$ cat src/design/polygon_setup_normal_centroid_bbox_defines.svh
// Assertion macros shared by the polygon setup modules.
// Depends on nothing; included by the modules that assert.
`ifndef POLYGON_SETUP_NORMAL_CENTROID_BBOX_DEFINES_SVH
`define POLYGON_SETUP_NORMAL_CENTROID_BBOX_DEFINES_SVH
// Implication checked on every clock edge outside reset.
`define PS_ASSERT_IMP(label, clk, rst_n, pre, post) \
	label: assert property (@(posedge clk) disable iff (!rst_n) (pre) |-> (post)) \
		else $error("assertion failed");
// Implication checked in the cycle after the precondition.
`define PS_ASSERT_NEXT(label, clk, rst_n, pre, post) \
	label: assert property (@(posedge clk) disable iff (!rst_n) (pre) |=> (post)) \
		else $error("assertion failed");
`endif

$ cat src/design/psn_pkg.sv
// Package for the polygon setup block: channel payloads, controller states, command and status structs.
// Depends on nothing.
`default_nettype none
package psn_pkg;
	typedef struct packed {
		logic start_polygon;
		logic signed [31:0] vertex_x;
		logic signed [31:0] vertex_y;
		logic signed [31:0] vertex_z;
		logic signed [15:0] given_normal_x;
		logic signed [15:0] given_normal_y;
		logic signed [15:0] given_normal_z;
	} vertex_t;

	typedef struct packed {
		logic signed [31:0] center_x;
		logic signed [31:0] center_y;
		logic signed [31:0] center_z;
		logic signed [31:0] box_min_x;
		logic signed [31:0] box_min_y;
		logic signed [31:0] box_min_z;
		logic signed [31:0] box_max_x;
		logic signed [31:0] box_max_y;
		logic signed [31:0] box_max_z;
		logic signed [15:0] face_normal_x;
		logic signed [15:0] face_normal_y;
		logic signed [15:0] face_normal_z;
	} setup_t;

	typedef enum logic [3:0] {
		ST_IDLE, ST_UPD, ST_EDGE, ST_CROSS, ST_SUM, ST_SQRT, ST_NDIV, ST_CDIV, ST_OUT
	} state_t;

	typedef struct packed {
		logic load;
		logic update;
		logic edge_go;
		logic cross_go;
		logic sum_go;
		logic ndiv_go;
		logic cdiv_go;
		logic out_go;
	} cmd_t;

	typedef struct packed {
		logic need_normal;
		logic busy;
		logic degenerate;
	} stat_t;
endpackage
`default_nettype wire

$ cat src/design/psn_ctrl.sv
// Controller state machine for the polygon setup block.
// Depends on psn_pkg and the defines header.
`default_nettype none
`include "polygon_setup_normal_centroid_bbox_defines.svh"
module psn_ctrl (
	input  wire logic clk,
	input  wire logic arst_n,
	input  wire logic in_valid,
	output logic in_ready,
	output logic out_valid,
	input  wire logic out_ready,
	input  wire psn_pkg::stat_t stat,
	output psn_pkg::cmd_t cmd
);
	import psn_pkg::*;
	state_t state_q, state_d;
	logic out_valid_q;

	always_ff @(posedge clk or negedge arst_n) begin
		if (!arst_n) begin
			state_q <= ST_IDLE;
			out_valid_q <= 1'b0;
		end else begin
			state_q <= state_d;
			if (cmd.out_go)
				out_valid_q <= 1'b1;
			else if (out_ready)
				out_valid_q <= 1'b0;
		end
	end

	assign out_valid = out_valid_q;

	always_comb begin
		state_d = state_q;
		cmd = '0;
		in_ready = 1'b0;
		case (state_q)
			ST_IDLE: begin
				in_ready = 1'b1;
				if (in_valid) begin
					cmd.load = 1'b1;
					state_d = ST_UPD;
				end
			end
			ST_UPD: begin
				cmd.update = 1'b1;
				state_d = ST_EDGE;
			end
			ST_EDGE: begin
				if (stat.need_normal) begin
					cmd.edge_go = 1'b1;
					state_d = ST_CROSS;
				end else begin
					cmd.cdiv_go = 1'b1;
					state_d = ST_CDIV;
				end
			end
			ST_CROSS: begin
				cmd.cross_go = 1'b1;
				state_d = ST_SUM;
			end
			ST_SUM: begin
				cmd.sum_go = 1'b1;
				state_d = ST_SQRT;
			end
			ST_SQRT: begin
				if (!stat.busy) begin
					if (stat.degenerate) begin
						cmd.cdiv_go = 1'b1;
						state_d = ST_CDIV;
					end else begin
						cmd.ndiv_go = 1'b1;
						state_d = ST_NDIV;
					end
				end
			end
			ST_NDIV: begin
				if (!stat.busy) begin
					cmd.cdiv_go = 1'b1;
					state_d = ST_CDIV;
				end
			end
			ST_CDIV: begin
				if (!stat.busy)
					state_d = ST_OUT;
			end
			ST_OUT: begin
				if (!out_valid_q || out_ready) begin
					cmd.out_go = 1'b1;
					state_d = ST_IDLE;
				end
			end
			default: state_d = ST_IDLE;
		endcase
	end

	`PS_ASSERT_IMP(a_ready_idle, clk, arst_n, in_ready, state_q == ST_IDLE)
	`PS_ASSERT_NEXT(a_load_upd, clk, arst_n, cmd.load, state_q == ST_UPD)
	`PS_ASSERT_NEXT(a_out_valid, clk, arst_n, cmd.out_go, out_valid_q)
endmodule
`default_nettype wire

$ cat config.mk
export PLATFORM = sky130hd
export DESIGN_NAME = psn_ctrl
export DESIGN_NICKNAME = d
export VERILOG_FILES = /design/src/design/psn_pkg.sv /design/src/design/psn_ctrl.sv
export VERILOG_INCLUDE_DIRS = /design/src /design/src/design
export SDC_FILE = /design/constraint.sdc
export NUM_CORES = 1
export LEC_CHECK = 0
export BUFFER_PORTS_ARGS = -buffer_cell sky130_fd_sc_hd__buf_2
export CORE_AREA = 2 2 39 41
export CTS_CLUSTER_DIAMETER = 200
export DETAILED_ROUTE_END_ITERATION = 10
export DIE_AREA = 0 0 41 43
export GPL_TIMING_DRIVEN = 0
export PLACE_DENSITY = 0.53
export SETUP_SLACK_MARGIN = 0.5
export SYNTH_ARGS = -nofsm -noshare
export SYNTH_HDL_FRONTEND = slang
export SYNTH_SLANG_ARGS = --single-unit
$ cat constraint.sdc
create_clock -name clk -period 3.65 [get_ports clk]
set_input_delay 0.9125 -clock clk [delete_from_list [all_inputs] [get_ports clk]]
set_output_delay 0.9125 -clock clk [all_outputs]
set_load 0.05 [all_outputs]
After elaboration in Yosys (flattened, before gate mapping) --
Cells that the tools add are included.
Operators by class: reductions and logical operators 5, muxes and demuxes 27, equality and inequality tests 13
Operators by type and width (number):
- 4-bit case mux with 9 select lines | 1
- 4-bit two-way mux | 5
- 1-bit two-way mux | 18
- 4-bit by 3-bit equality test with 1-bit output (second input constant) | 4
- 2-bit inequality test (second input constant) | 5
- 4-bit by 2-bit equality test with 1-bit output (second input constant) | 2
- 5-bit AND reduction | 1
- 4-bit by 1-bit equality test with 1-bit output (second input constant) | 1
- 4-bit equality test (second input constant) | 1
- 4-bit zero test | 1
- 3-bit two-way mux | 1
- 1-bit case mux with 3 select lines | 1
- 2-bit two-way mux | 1
- 2-bit nonzero test | 1
- 1-bit zero test | 1
- 1-bit logical OR | 1
Storage, ports and cells: logic and storage cells 47, bits of input ports 7, output and inout bits 10, bits in registers 5

Logic depth before layout (Yosys ltp) --
Gate-level depths: netlist of the first run.
depth in word-level cells 5, depth in mapped cells 4, mapped depth without buffers 3

Worst setup path before layout of the first run --
No wires, ideal clock.
path kind register to output, from register state_q[2], to output cmd[7] in the netlist's numbering, buffers on the path 1, cell stages (with the launch flop) 4, data required time 2738 ps, setup slack 104 ps, arrival time 2633 ps, cell sequence dfrtp_1 -> buf_4 -> nor4_1 -> and2_1
RTL lines:
- start, declared | line psn_ctrl.sv:16 | state_t state_q, state_d;
- start signal, assigned | line psn_ctrl.sv:24 | state_q <= state_d;
- end, declared | line psn_ctrl.sv:13 | output psn_pkg::cmd_t cmd

==> impl_metrics.json, run 1 <==
{
  "cts-root-buf": "clkbuf_4",
  "synth_edf_count": 0,
  "dr_wl_met3_um": 42,
  "ir_worst_vdd_mv": 0.3100,
  "grt_pass1_vias": 366,
  "p_total_mw": 0.4654,
  "clk_path_buf_depth": 2,
  "ys_seq_area_share_pct": 34.01,
  "drtIter0Drc": 14,
  "synthArstFlopShare_pct": 100.0,
  "rows": 14,
  "antenna_left": 0,
  "yosysWarningCount": 0,
  "synthFlopType": "dfrtp_1",
  "yosys.area.top_type_share_pct": 34.01,
  "worstPathMaxFanout": 5,
  "die_area_um2": 1763,
  "place_inst": 74,
  "diodes": 0,
  "ioPinCount": 17,
  "yosysMostFrequentCell": "dfrtp_1",
  "status": "finished clean",
  "yosysTopAreaCell": "dfrtp_1",
  "max_freq_mhz": 371.9,
  "cp.required_ns": 2.74,
  "final-setup-viol-count": 0,
  "highest_layer": "met3",
  "synthToLayoutAreaGrowth_pct": 39.46,
  "instances_no_fill": 78,
  "track_usage_pct": 12.00,
  "critPathCaptureType": "primary output",
  "postCtsSetupBuffers": 0,
  "avgSynthCellArea_um2": 8.758,
  "place_area_um2": 486.7,
  "wl_per_cell_um": 10.51,
  "drv_slew": 0,
  "cp.arrival_ns": 1.78,
  "hold_path_class": "input port to async pin",
  "path_class": "input port to primary output",
  "vias": 398,
  "synth.distinct_cells": 26,
  "start_util_pct": 26.58,
  "port_buffers": 16,
  "synth_area_leaders": "dfrtp_1, nor4b_1, nand2b_1",
  "cts_tree": "yes",
  "ys_ff_latch": 5,
  "relSlewSlack_pct": 68.61,
  "nNetsFinal": 70,
  "drive_gt1_share_pct": 43.55,
  "antenna_found_initial": 0,
  "syn_inst": 42,
  "max_slew.worst_pin.slew_ns": 0.4708,
  "postLayoutCoreUtil_pct": 37.07,
  "cts-resized-gates": 0,
  "r2r_start": "state_q[1]",
  "fin_crit_ns": 2.689,
  "grt_overflow": 0,
  "gp_congestion": 0.6818,
  "hpwl_um": 627.2,
  "grt_pass1_wl_um": 1421,
  "cts_buffers": 3,
  "powerDensity_nw_per_um2": 907.2,
  "maxCapViolCount": 0,
  "htreeDepth": 1,
  "cts.sinks": 5,
  "rsz0062_at_grt": "no",
  "syn-num-nets": 49,
  "dr.pass1.iters": 4,
  "clk_pin_slew_worst_paths_ns": 0.04,
  "fin_area_um2": 513.0,
  "grt_max_degree": 11,
  "fin_skew_ns": 0.001185,
  "wl_um": 820,
  "drc": 0,
  "r2r_end": "state_q[3]",
  "ff2ff_setup_slack_ns": 2.42,
  "yosys-top-cells-count": "dfrtp_1, nand2_1, nand2b_1, nor3_1, nor4b_1",
  "clk_latency_ns": 0.24,
  "vias_per_cell": 5.103,
  "wl_met2_um": 438,
  "coreArea_um2": 1384,
  "reg2regPathDepth": 2,
  "dieWidth_um": 41,
  "synth_area_um2": 367.9,
  "period_share_pct": 73.67,
  "cts_hold_buf": 0,
  "timing.setup.tns_ns": 0,
  "finalHoldViolations": 0,
  "die-height_um": 43,
  "met1Wirelength_um": 339,
  "cp-start-kind": "input port",
  "p_leak_nw": 0.2473
}
-- worst max-delay path by stage --
| stage | startpoint | end | slack [ns] | cells past startpoint |
|---|---|---|---|---|
| floorplan | state_q[1] | cmd[3] | 0.49 | 2 |
| global placement | stat[1] | cmd[2] | 0.98 | 5 |
| detailed placement | stat[1] | cmd[2] | 0.97 | 5 |
| CTS | stat[1] | cmd[2] | 0.96 | 5 |
| global route | stat[1] | cmd[2] | 0.83 | 5 |
| finish | stat[1] | cmd[2] | 0.96 | 5 |
-- cell type report --
cell class | count | area, µm²
Buffer | 4 | 23.77
Clock buffer | 4 | 26.28
Fill cell | 149 | 870.8
Inverter | 1 | 3.754
Multi-Input combinational cell | 32 | 234.0
Sequential cell | 5 | 125.1
Tap cell | 16 | 20.02
Timing Repair Buffer | 16 | 80.08
-- placed cells by master, fill, tap and decap left out, types with 2 or more instances in the layout --
cell | synthesis | final
buf_2 | 1 | 17
nor2b_1 | 2 | 2
buf_4 | 2 | 2
nand2b_1 | 3 | 3
nand2_1 | 3 | 3
dfrtp_1 | 5 | 5
o21ai_1 | 1 | 2
a21oi_1 | 2 | 2
nor3_1 | 3 | 3
clkbuf_4 | 0 | 3
clkbuf_1 | 1 | 2
nor4b_2 | 0 | 2
nor2_1 | 2 | 2
-- cells by family after synthesis --
kind of cell / share of synthesized area, %
DFF: 34.01
AOI/OAI and AO/OA: 18.03
and+or+nand+nor: 35.38
muxes: 2.721
xor gates and xnor gates: 2.381
buffers and inverters: 7.479
-- worst max-delay path: stages --
cell	delay [ns]
buf_2	0.13
nor2b_1	0.19
nand3b_1	0.12
nor3_1	0.13
buf_2	0.28
-- where the power goes --
| group | internal (mW) | total (mW) | switching, mW |
|---|---|---|---|
| logic | 0.103 | 0.300 | 0.197 |
| registers | 0.0768 | 0.101 | 0.0241 |
| clock network | 0.0414 | 0.0646 | 0.0232 |
| total | 0.221 | 0.465 | 0.244 |
-- routing by layer --
layer | vias to the layer above | track usage (%)
met4 | 0 | 8.000
li1 | 193 | -
met3 | 0 | 4.712
met1 | 195 | 13.03
met2 | 10 | 18.13
met5 | - | 0
-- state kept, by name, indices dropped and copies added (netlist names) --
signal     count
state_q        4
out_valid      1
-- metrics by stage --
stage | hold WS [ns] | setup WS [ns]
3_3_place_gp | 0.5140 | 0.9754
4_1_cts | 0.4650 | 0.9571
5_1_grt | 0.4637 | 0.8316
2_1_floorplan | 0.5748 | 0.4856
3_5_place_dp | 0.5289 | 0.9718
6_report | 0.4726 | 0.9609
No activity file was read; power rests on OpenSTA's default activity.
==> run 2: changes to the inputs <==
==> constraint.sdc (replaced) <==
create_clock -name clk -period 2.7 [get_ports clk]
set_input_delay 0.675 -clock clk [delete_from_list [all_inputs] [get_ports clk]]
set_output_delay 0.675 -clock clk [all_outputs]
set_load 0.05 [all_outputs]
==> run 2 against run 1 <==
Net effect: core utilization up 7.6 points; register-to-register slack worse by 1.0 ns; global-route usage decreased by 0.56 points; power grew 57%; hold slack lost 0.24 ns; cell area increased by 20%; first-iteration DRC count decreased by 64%; cell count grew 2.6%; die area did not move; largest power group unchanged.
==> impl_metrics.json, run 2 (synthesized netlist as in run 1, its figures left out) <==
{
  "status": "finished clean",
  "worstPathMaxFanout": 4,
  "layout_commonest_cell": "buf_2",
  "cts_tree": "yes",
  "slowest_stage": "or4b_4",
  "die-height_um": 43,
  "slowest_delay_ns": 0.55,
  "track_usage_pct": 11.44,
  "r2r_start": "state_q[2]",
  "powerDensity_nw_per_um2": 1179,
  "hold_path_class": "input port to async pin",
  "cp_num_cells": 3,
  "r2r_end": "state_q[3]",
  "drv_slew": 0,
  "rows": 14,
  "cts_buffers": 3,
  "antenna_found_initial": 0,
  "drtIter0Drc": 5,
  "maxCapViolCount": 0,
  "reg2regPathDepth": 3,
  "largest_reg_flops": 4,
  "clk_path_buf_depth": 2,
  "fin_skew_ns": 0.002933,
  "drc": 0,
  "cp.required_ns": 2.03,
  "wl_per_cell_um": 10.18,
  "port_buffers": 16,
  "cp-start-kind": "register",
  "crit_path_end": "cmd[0]",
  "rsz0062_at_grt": "yes",
  "cp.arrival_ns": 1.49,
  "finalHoldViolations": 0,
  "drive_gt1_share_pct": 57.81,
  "gp_congestion": 0.7418,
  "largest_register": "state_q",
  "synthToLayoutAreaGrowth_pct": 68.03,
  "n_fill_cell": 151,
  "coreArea_um2": 1384,
  "wl_um": 814,
  "ff2ff_setup_slack_ns": 1.39,
  "final-setup-viol-count": 0,
  "dieWidth_um": 41,
  "start_util_pct": 26.58,
  "grt_overflow": 0,
  "hpwl_um": 654,
  "postLayoutCoreUtil_pct": 44.67,
  "cts.sinks": 5,
  "nNetsFinal": 72,
  "critPathCaptureType": "primary output",
  "p_leak_nw": 0.2875,
  "diodes": 0,
  "vias": 400,
  "relSlewSlack_pct": 83.57,
  "period_share_pct": 80.19,
  "grt_pass1_vias": 330,
  "vias_per_cell": 5.000,
  "worstSetupStartpoint": "state_q[2]",
  "p_total_mw": 0.7286,
  "clk_pin_slew_worst_paths_ns": 0.04,
  "ioPinCount": 17,
  "path_class": "register to primary output",
  "timing.setup.tns_ns": 0,
  "dr.pass1.iters": 3,
  "ir_worst_vdd_mv": 0.5302,
  "grt_pass1_wl_um": 1345,
  "cts-root-buf": "clkbuf_4",
  "antenna_left": 0,
  "max_freq_mhz": 461.9,
  "max_slew.worst_pin.slew_ns": 0.2482,
  "die_area_um2": 1763,
  "most-common-layout-cells": "buf_2, buf_4, clkbuf_4",
  "cp_num_buf_inv": 1,
  "path_delay_family": "simple AND/OR/NAND/NOR gates",
  "path_cells": "or4b_4, nor2b_2, buf_6",
  "fin_crit_ns": 2.165,
  "clk_latency_ns": 0.24,
  "htreeDepth": 1,
  "grt_max_degree": 11
}
run 2: cell types whose count changed in the layout (fill, tap and decap cells not counted), sizes merged:
cell    change
buf         +1
clkbuf      +1
run 2: final cells by class:
cell class | count | area, µm² | share of cell area (%)
Inverter | 1 | 3.754 | 0.6073
Buffer | 4 | 30.03 | 4.858
Timing Repair Buffer | 18 | 111.4 | 18.02
Multi-Input combinational cell | 32 | 300.3 | 48.58
Sequential cell | 5 | 126.4 | 20.45
Clock buffer | 4 | 26.28 | 4.251
Tap cell | 16 | 20.02 | 3.239
run 2: routing by layer:
metal	share of wire, %	vias to the layer above	GRT usage [%]
li1	-	199	-
met1	42	190	15.18
met2	50	11	15.31
met3	8.2	0	7.853
met4	0	0	2.000
met5	0	-	0
run 2: worst min path at each step:
| stage | startpoint | to | slack, ns | depth (start not counted) |
|---|---|---|---|---|
| floorplan | arst_n | out_valid | 0.38 | 0 |
| global placement | arst_n | out_valid | 0.49 | 1 |
| detailed placement | arst_n | state_q[3] | 0.50 | 1 |
| CTS | arst_n | out_valid | 0.23 | 1 |
| global route | arst_n | out_valid | 0.22 | 1 |
| finish | arst_n | out_valid | 0.24 | 1 |
run 2: through the flow:
step           worst slack [ns]  cells  cell area [µm²]  hold slack (ns)
2_1_floorplan            0.3811     42            450.4           0.3794
3_3_place_gp             0.4175     74            550.5           0.4936
3_5_place_dp             0.4220     74            550.5           0.4972
4_1_cts                  0.4817     80            608.1           0.2288
5_1_grt                  0.4787     80            618.1           0.2220
6_report                 0.5349     80            618.1           0.2352
run 2: timing repair:
| item | 4_1_cts | 5_1_grt |
|---|---|---|
| buffers inserted | 2 | 0 |
| endpoints found under the setup margin | 7 | 6 |
| hold buffers | 0 | 0 |
| resized for setup | 7 | 6 |
| hold endpoints to repair | 0 | 0 |
| pin swaps | 1 | 1 |
run 2: power breakdown:
| group | internal [mW] | leakage, nW | switching (mW) |
|---|---|---|---|
| registers | 0.105 | 0.0608 | 0.0337 |
| logic | 0.197 | 0.212 | 0.306 |
| clock network | 0.0559 | 0.0150 | 0.0307 |
==> run 3: changes to the inputs <==
--- a/config.mk
+++ b/config.mk
@@ -12,7 +12,7 @@
 export DETAILED_ROUTE_END_ITERATION = 10
 export DIE_AREA = 0 0 41 43
 export GPL_TIMING_DRIVEN = 0
-export PLACE_DENSITY = 0.53
+export PLACE_DENSITY = 0.55
 export SETUP_SLACK_MARGIN = 0.5
 export SYNTH_ARGS = -nofsm -noshare
 export SYNTH_HDL_FRONTEND = slang
==> constraint.sdc (replaced) <==
create_clock -name clk -period 1.7 [get_ports clk]
set_input_delay 0.425 -clock clk [delete_from_list [all_inputs] [get_ports clk]]
set_output_delay 0.425 -clock clk [all_outputs]
set_load 0.05 [all_outputs]
==> run 3 against run 2 <==
Net effect: the run now ends with negative setup slack left; clock power rose by 57%; die area did not move; non-clock buffer count rose by 13; first-iteration DRC count fell by 40%; core utilization rose by 22 points; sequential power rose by 63%; clock skew fell by 0.0018 ns; sequential share of layout area fell by 6.5 points; wire length rose by 62%; largest power group unchanged; global-route usage rose by 5.7 points; critical path depth did not move; register-to-register slack got worse by 1.1 ns.
==> impl_metrics.json, run 3 (synthesized netlist as in run 1, its figures left out) <==
{
  "status": "finished with violations",
  "violations": "negative setup slack",
  "timing.setup.tns_ns": -1.235,
  "critPathCaptureType": "primary output",
  "hold_path_class": "input port to register",
  "vias_per_cell": 4.892,
  "drtIter0Drc": 3,
  "grt_pass1_wl_um": 1994,
  "fin_crit_ns": 1.931,
  "relSlewSlack_pct": 83.72,
  "die-height_um": 43,
  "coreArea_um2": 1384,
  "port_buffers": 16,
  "max_freq_mhz": 517.9,
  "track_usage_pct": 17.15,
  "period_share_pct": 113.6,
  "drive_gt1_share_pct": 72.73,
  "synthToLayoutAreaGrowth_pct": 149.7,
  "dieWidth_um": 41,
  "cp.required_ns": 1.27,
  "powerDensity_nw_per_um2": 1878,
  "cts_buffers": 3,
  "wl_um": 1322,
  "diodes": 0,
  "largest_register": "state_q",
  "fin_skew_ns": 0.001159,
  "cp.arrival_ns": 1.51,
  "rows": 14,
  "vias": 455,
  "drc": 0,
  "fin_area_um2": 918.4,
  "grt_pass1_vias": 435,
  "place_area_um2": 580.6,
  "final-setup-viol-count": 9,
  "gp_congestion": 0.7389,
  "largest_reg_flops": 4,
  "drv_slew": 0,
  "cts_tree": "yes",
  "finalHoldViolations": 0,
  "ioPinCount": 17,
  "nNetsFinal": 85,
  "htreeDepth": 1,
  "dr.pass1.iters": 2,
  "grt_max_degree": 11,
  "max_slew.worst_pin.slew_ns": 0.2424,
  "p_leak_nw": 0.4097,
  "start_util_pct": 26.58,
  "grt_overflow": 0,
  "fin_ws_ns": -0.2307,
  "ir_worst_vdd_mv": 0.9474,
  "antenna_found_initial": 0,
  "hpwl_um": 661.4,
  "most-common-layout-cells": "buf_6, buf_4, buf_2",
  "cts.sinks": 5,
  "maxCapViolCount": 0,
  "worstPathMaxFanout": 2,
  "wl_per_cell_um": 14.22,
  "path_class": "register to primary output",
  "clk_path_buf_depth": 2,
  "cts-root-buf": "clkbuf_4",
  "rsz0062_at_grt": "yes",
  "layout_commonest_cell": "buf_6",
  "clk_latency_ns": 0.24,
  "antenna_left": 0,
  "die_area_um2": 1763,
  "clk_pin_slew_worst_paths_ns": 0.04,
  "cp-start-kind": "register"
}
## run 3: changes by cell type in the layout (fill, tap and decap cells not counted), sizes merged
cell and delta:
buf +14, clkbuf -2, dlygate4sd3 +1
## run 3: report_power, final
part | switching [mW] | internal, mW
clock network | 0.0469 | 0.0886
registers | 0.0565 | 0.170
logic | 0.667 | 0.695
total | 0.771 | 0.954
## run 3: stage by stage
stage	setup slack [ns]	utilization, %	power, mW	std cells	hold WS [ns]
finish	-0.2307	66.37	1.724	93	0.5149
global route	-0.2640	66.37	1.815	93	0.5319
CTS	-0.2109	61.30	1.593	91	0.5015
detailed placement	-0.1177	41.95	1.038	74	0.2456
global placement	-0.1079	41.95	1.045	74	0.2416
floorplan	-0.2666	-	0.9112	42	0.1294
## run 3: critical path, cell delays in order (launching register included)
cell	delay, ns
dfrtp_2	0.41
or4b_4	0.57
nor2b_4	0.14
buf_8	0.15
## run 3: path summary, 6_finish.rpt
check	start	endpoint	slack [ns]	depth (start not counted)
worst max-delay path	state_q[1]	cmd[0]	-0.23	3
min in group asynchronous	arst_n	state_q[3]	0.52	2
worst min-delay path	out_ready	out_valid	0.51	3
max in group asynchronous	arst_n	state_q[0]	1.03	2
worst max register to register	state_q[1]	state_q[3]	0.26	4
worst min register to register	out_valid	out_valid	0.57	2
## run 3: metal layers
metal	up-vias	part of all wire [%]	GRT usage [%]
met5	-	0	0
met4	0	0	6.000
met3	0	3.9	4.712
met2	13	51	28.75
met1	219	45	19.61
li1	223	-	-
## run 3: what timing repair did
item / CTS / global route
pin swaps: 7 / 9
gates resized for setup: 32 / 11
setup endpoints to repair: 11 / 15
hold buffers: 1 / 0
gates cloned: 1 / 0
setup buffers: 11 / 2
hold endpoints to repair: 5 / 0
## run 3: cell type report
cell class,instances,area [µm²]
Buffer,4,57.56
Timing Repair Buffer,31,332.8
Fill cell,106,465.4
Multi-Input combinational cell,32,350.3
Inverter,1,3.754
Tap cell,16,20.02
Sequential cell,5,127.6
Clock buffer,4,26.28
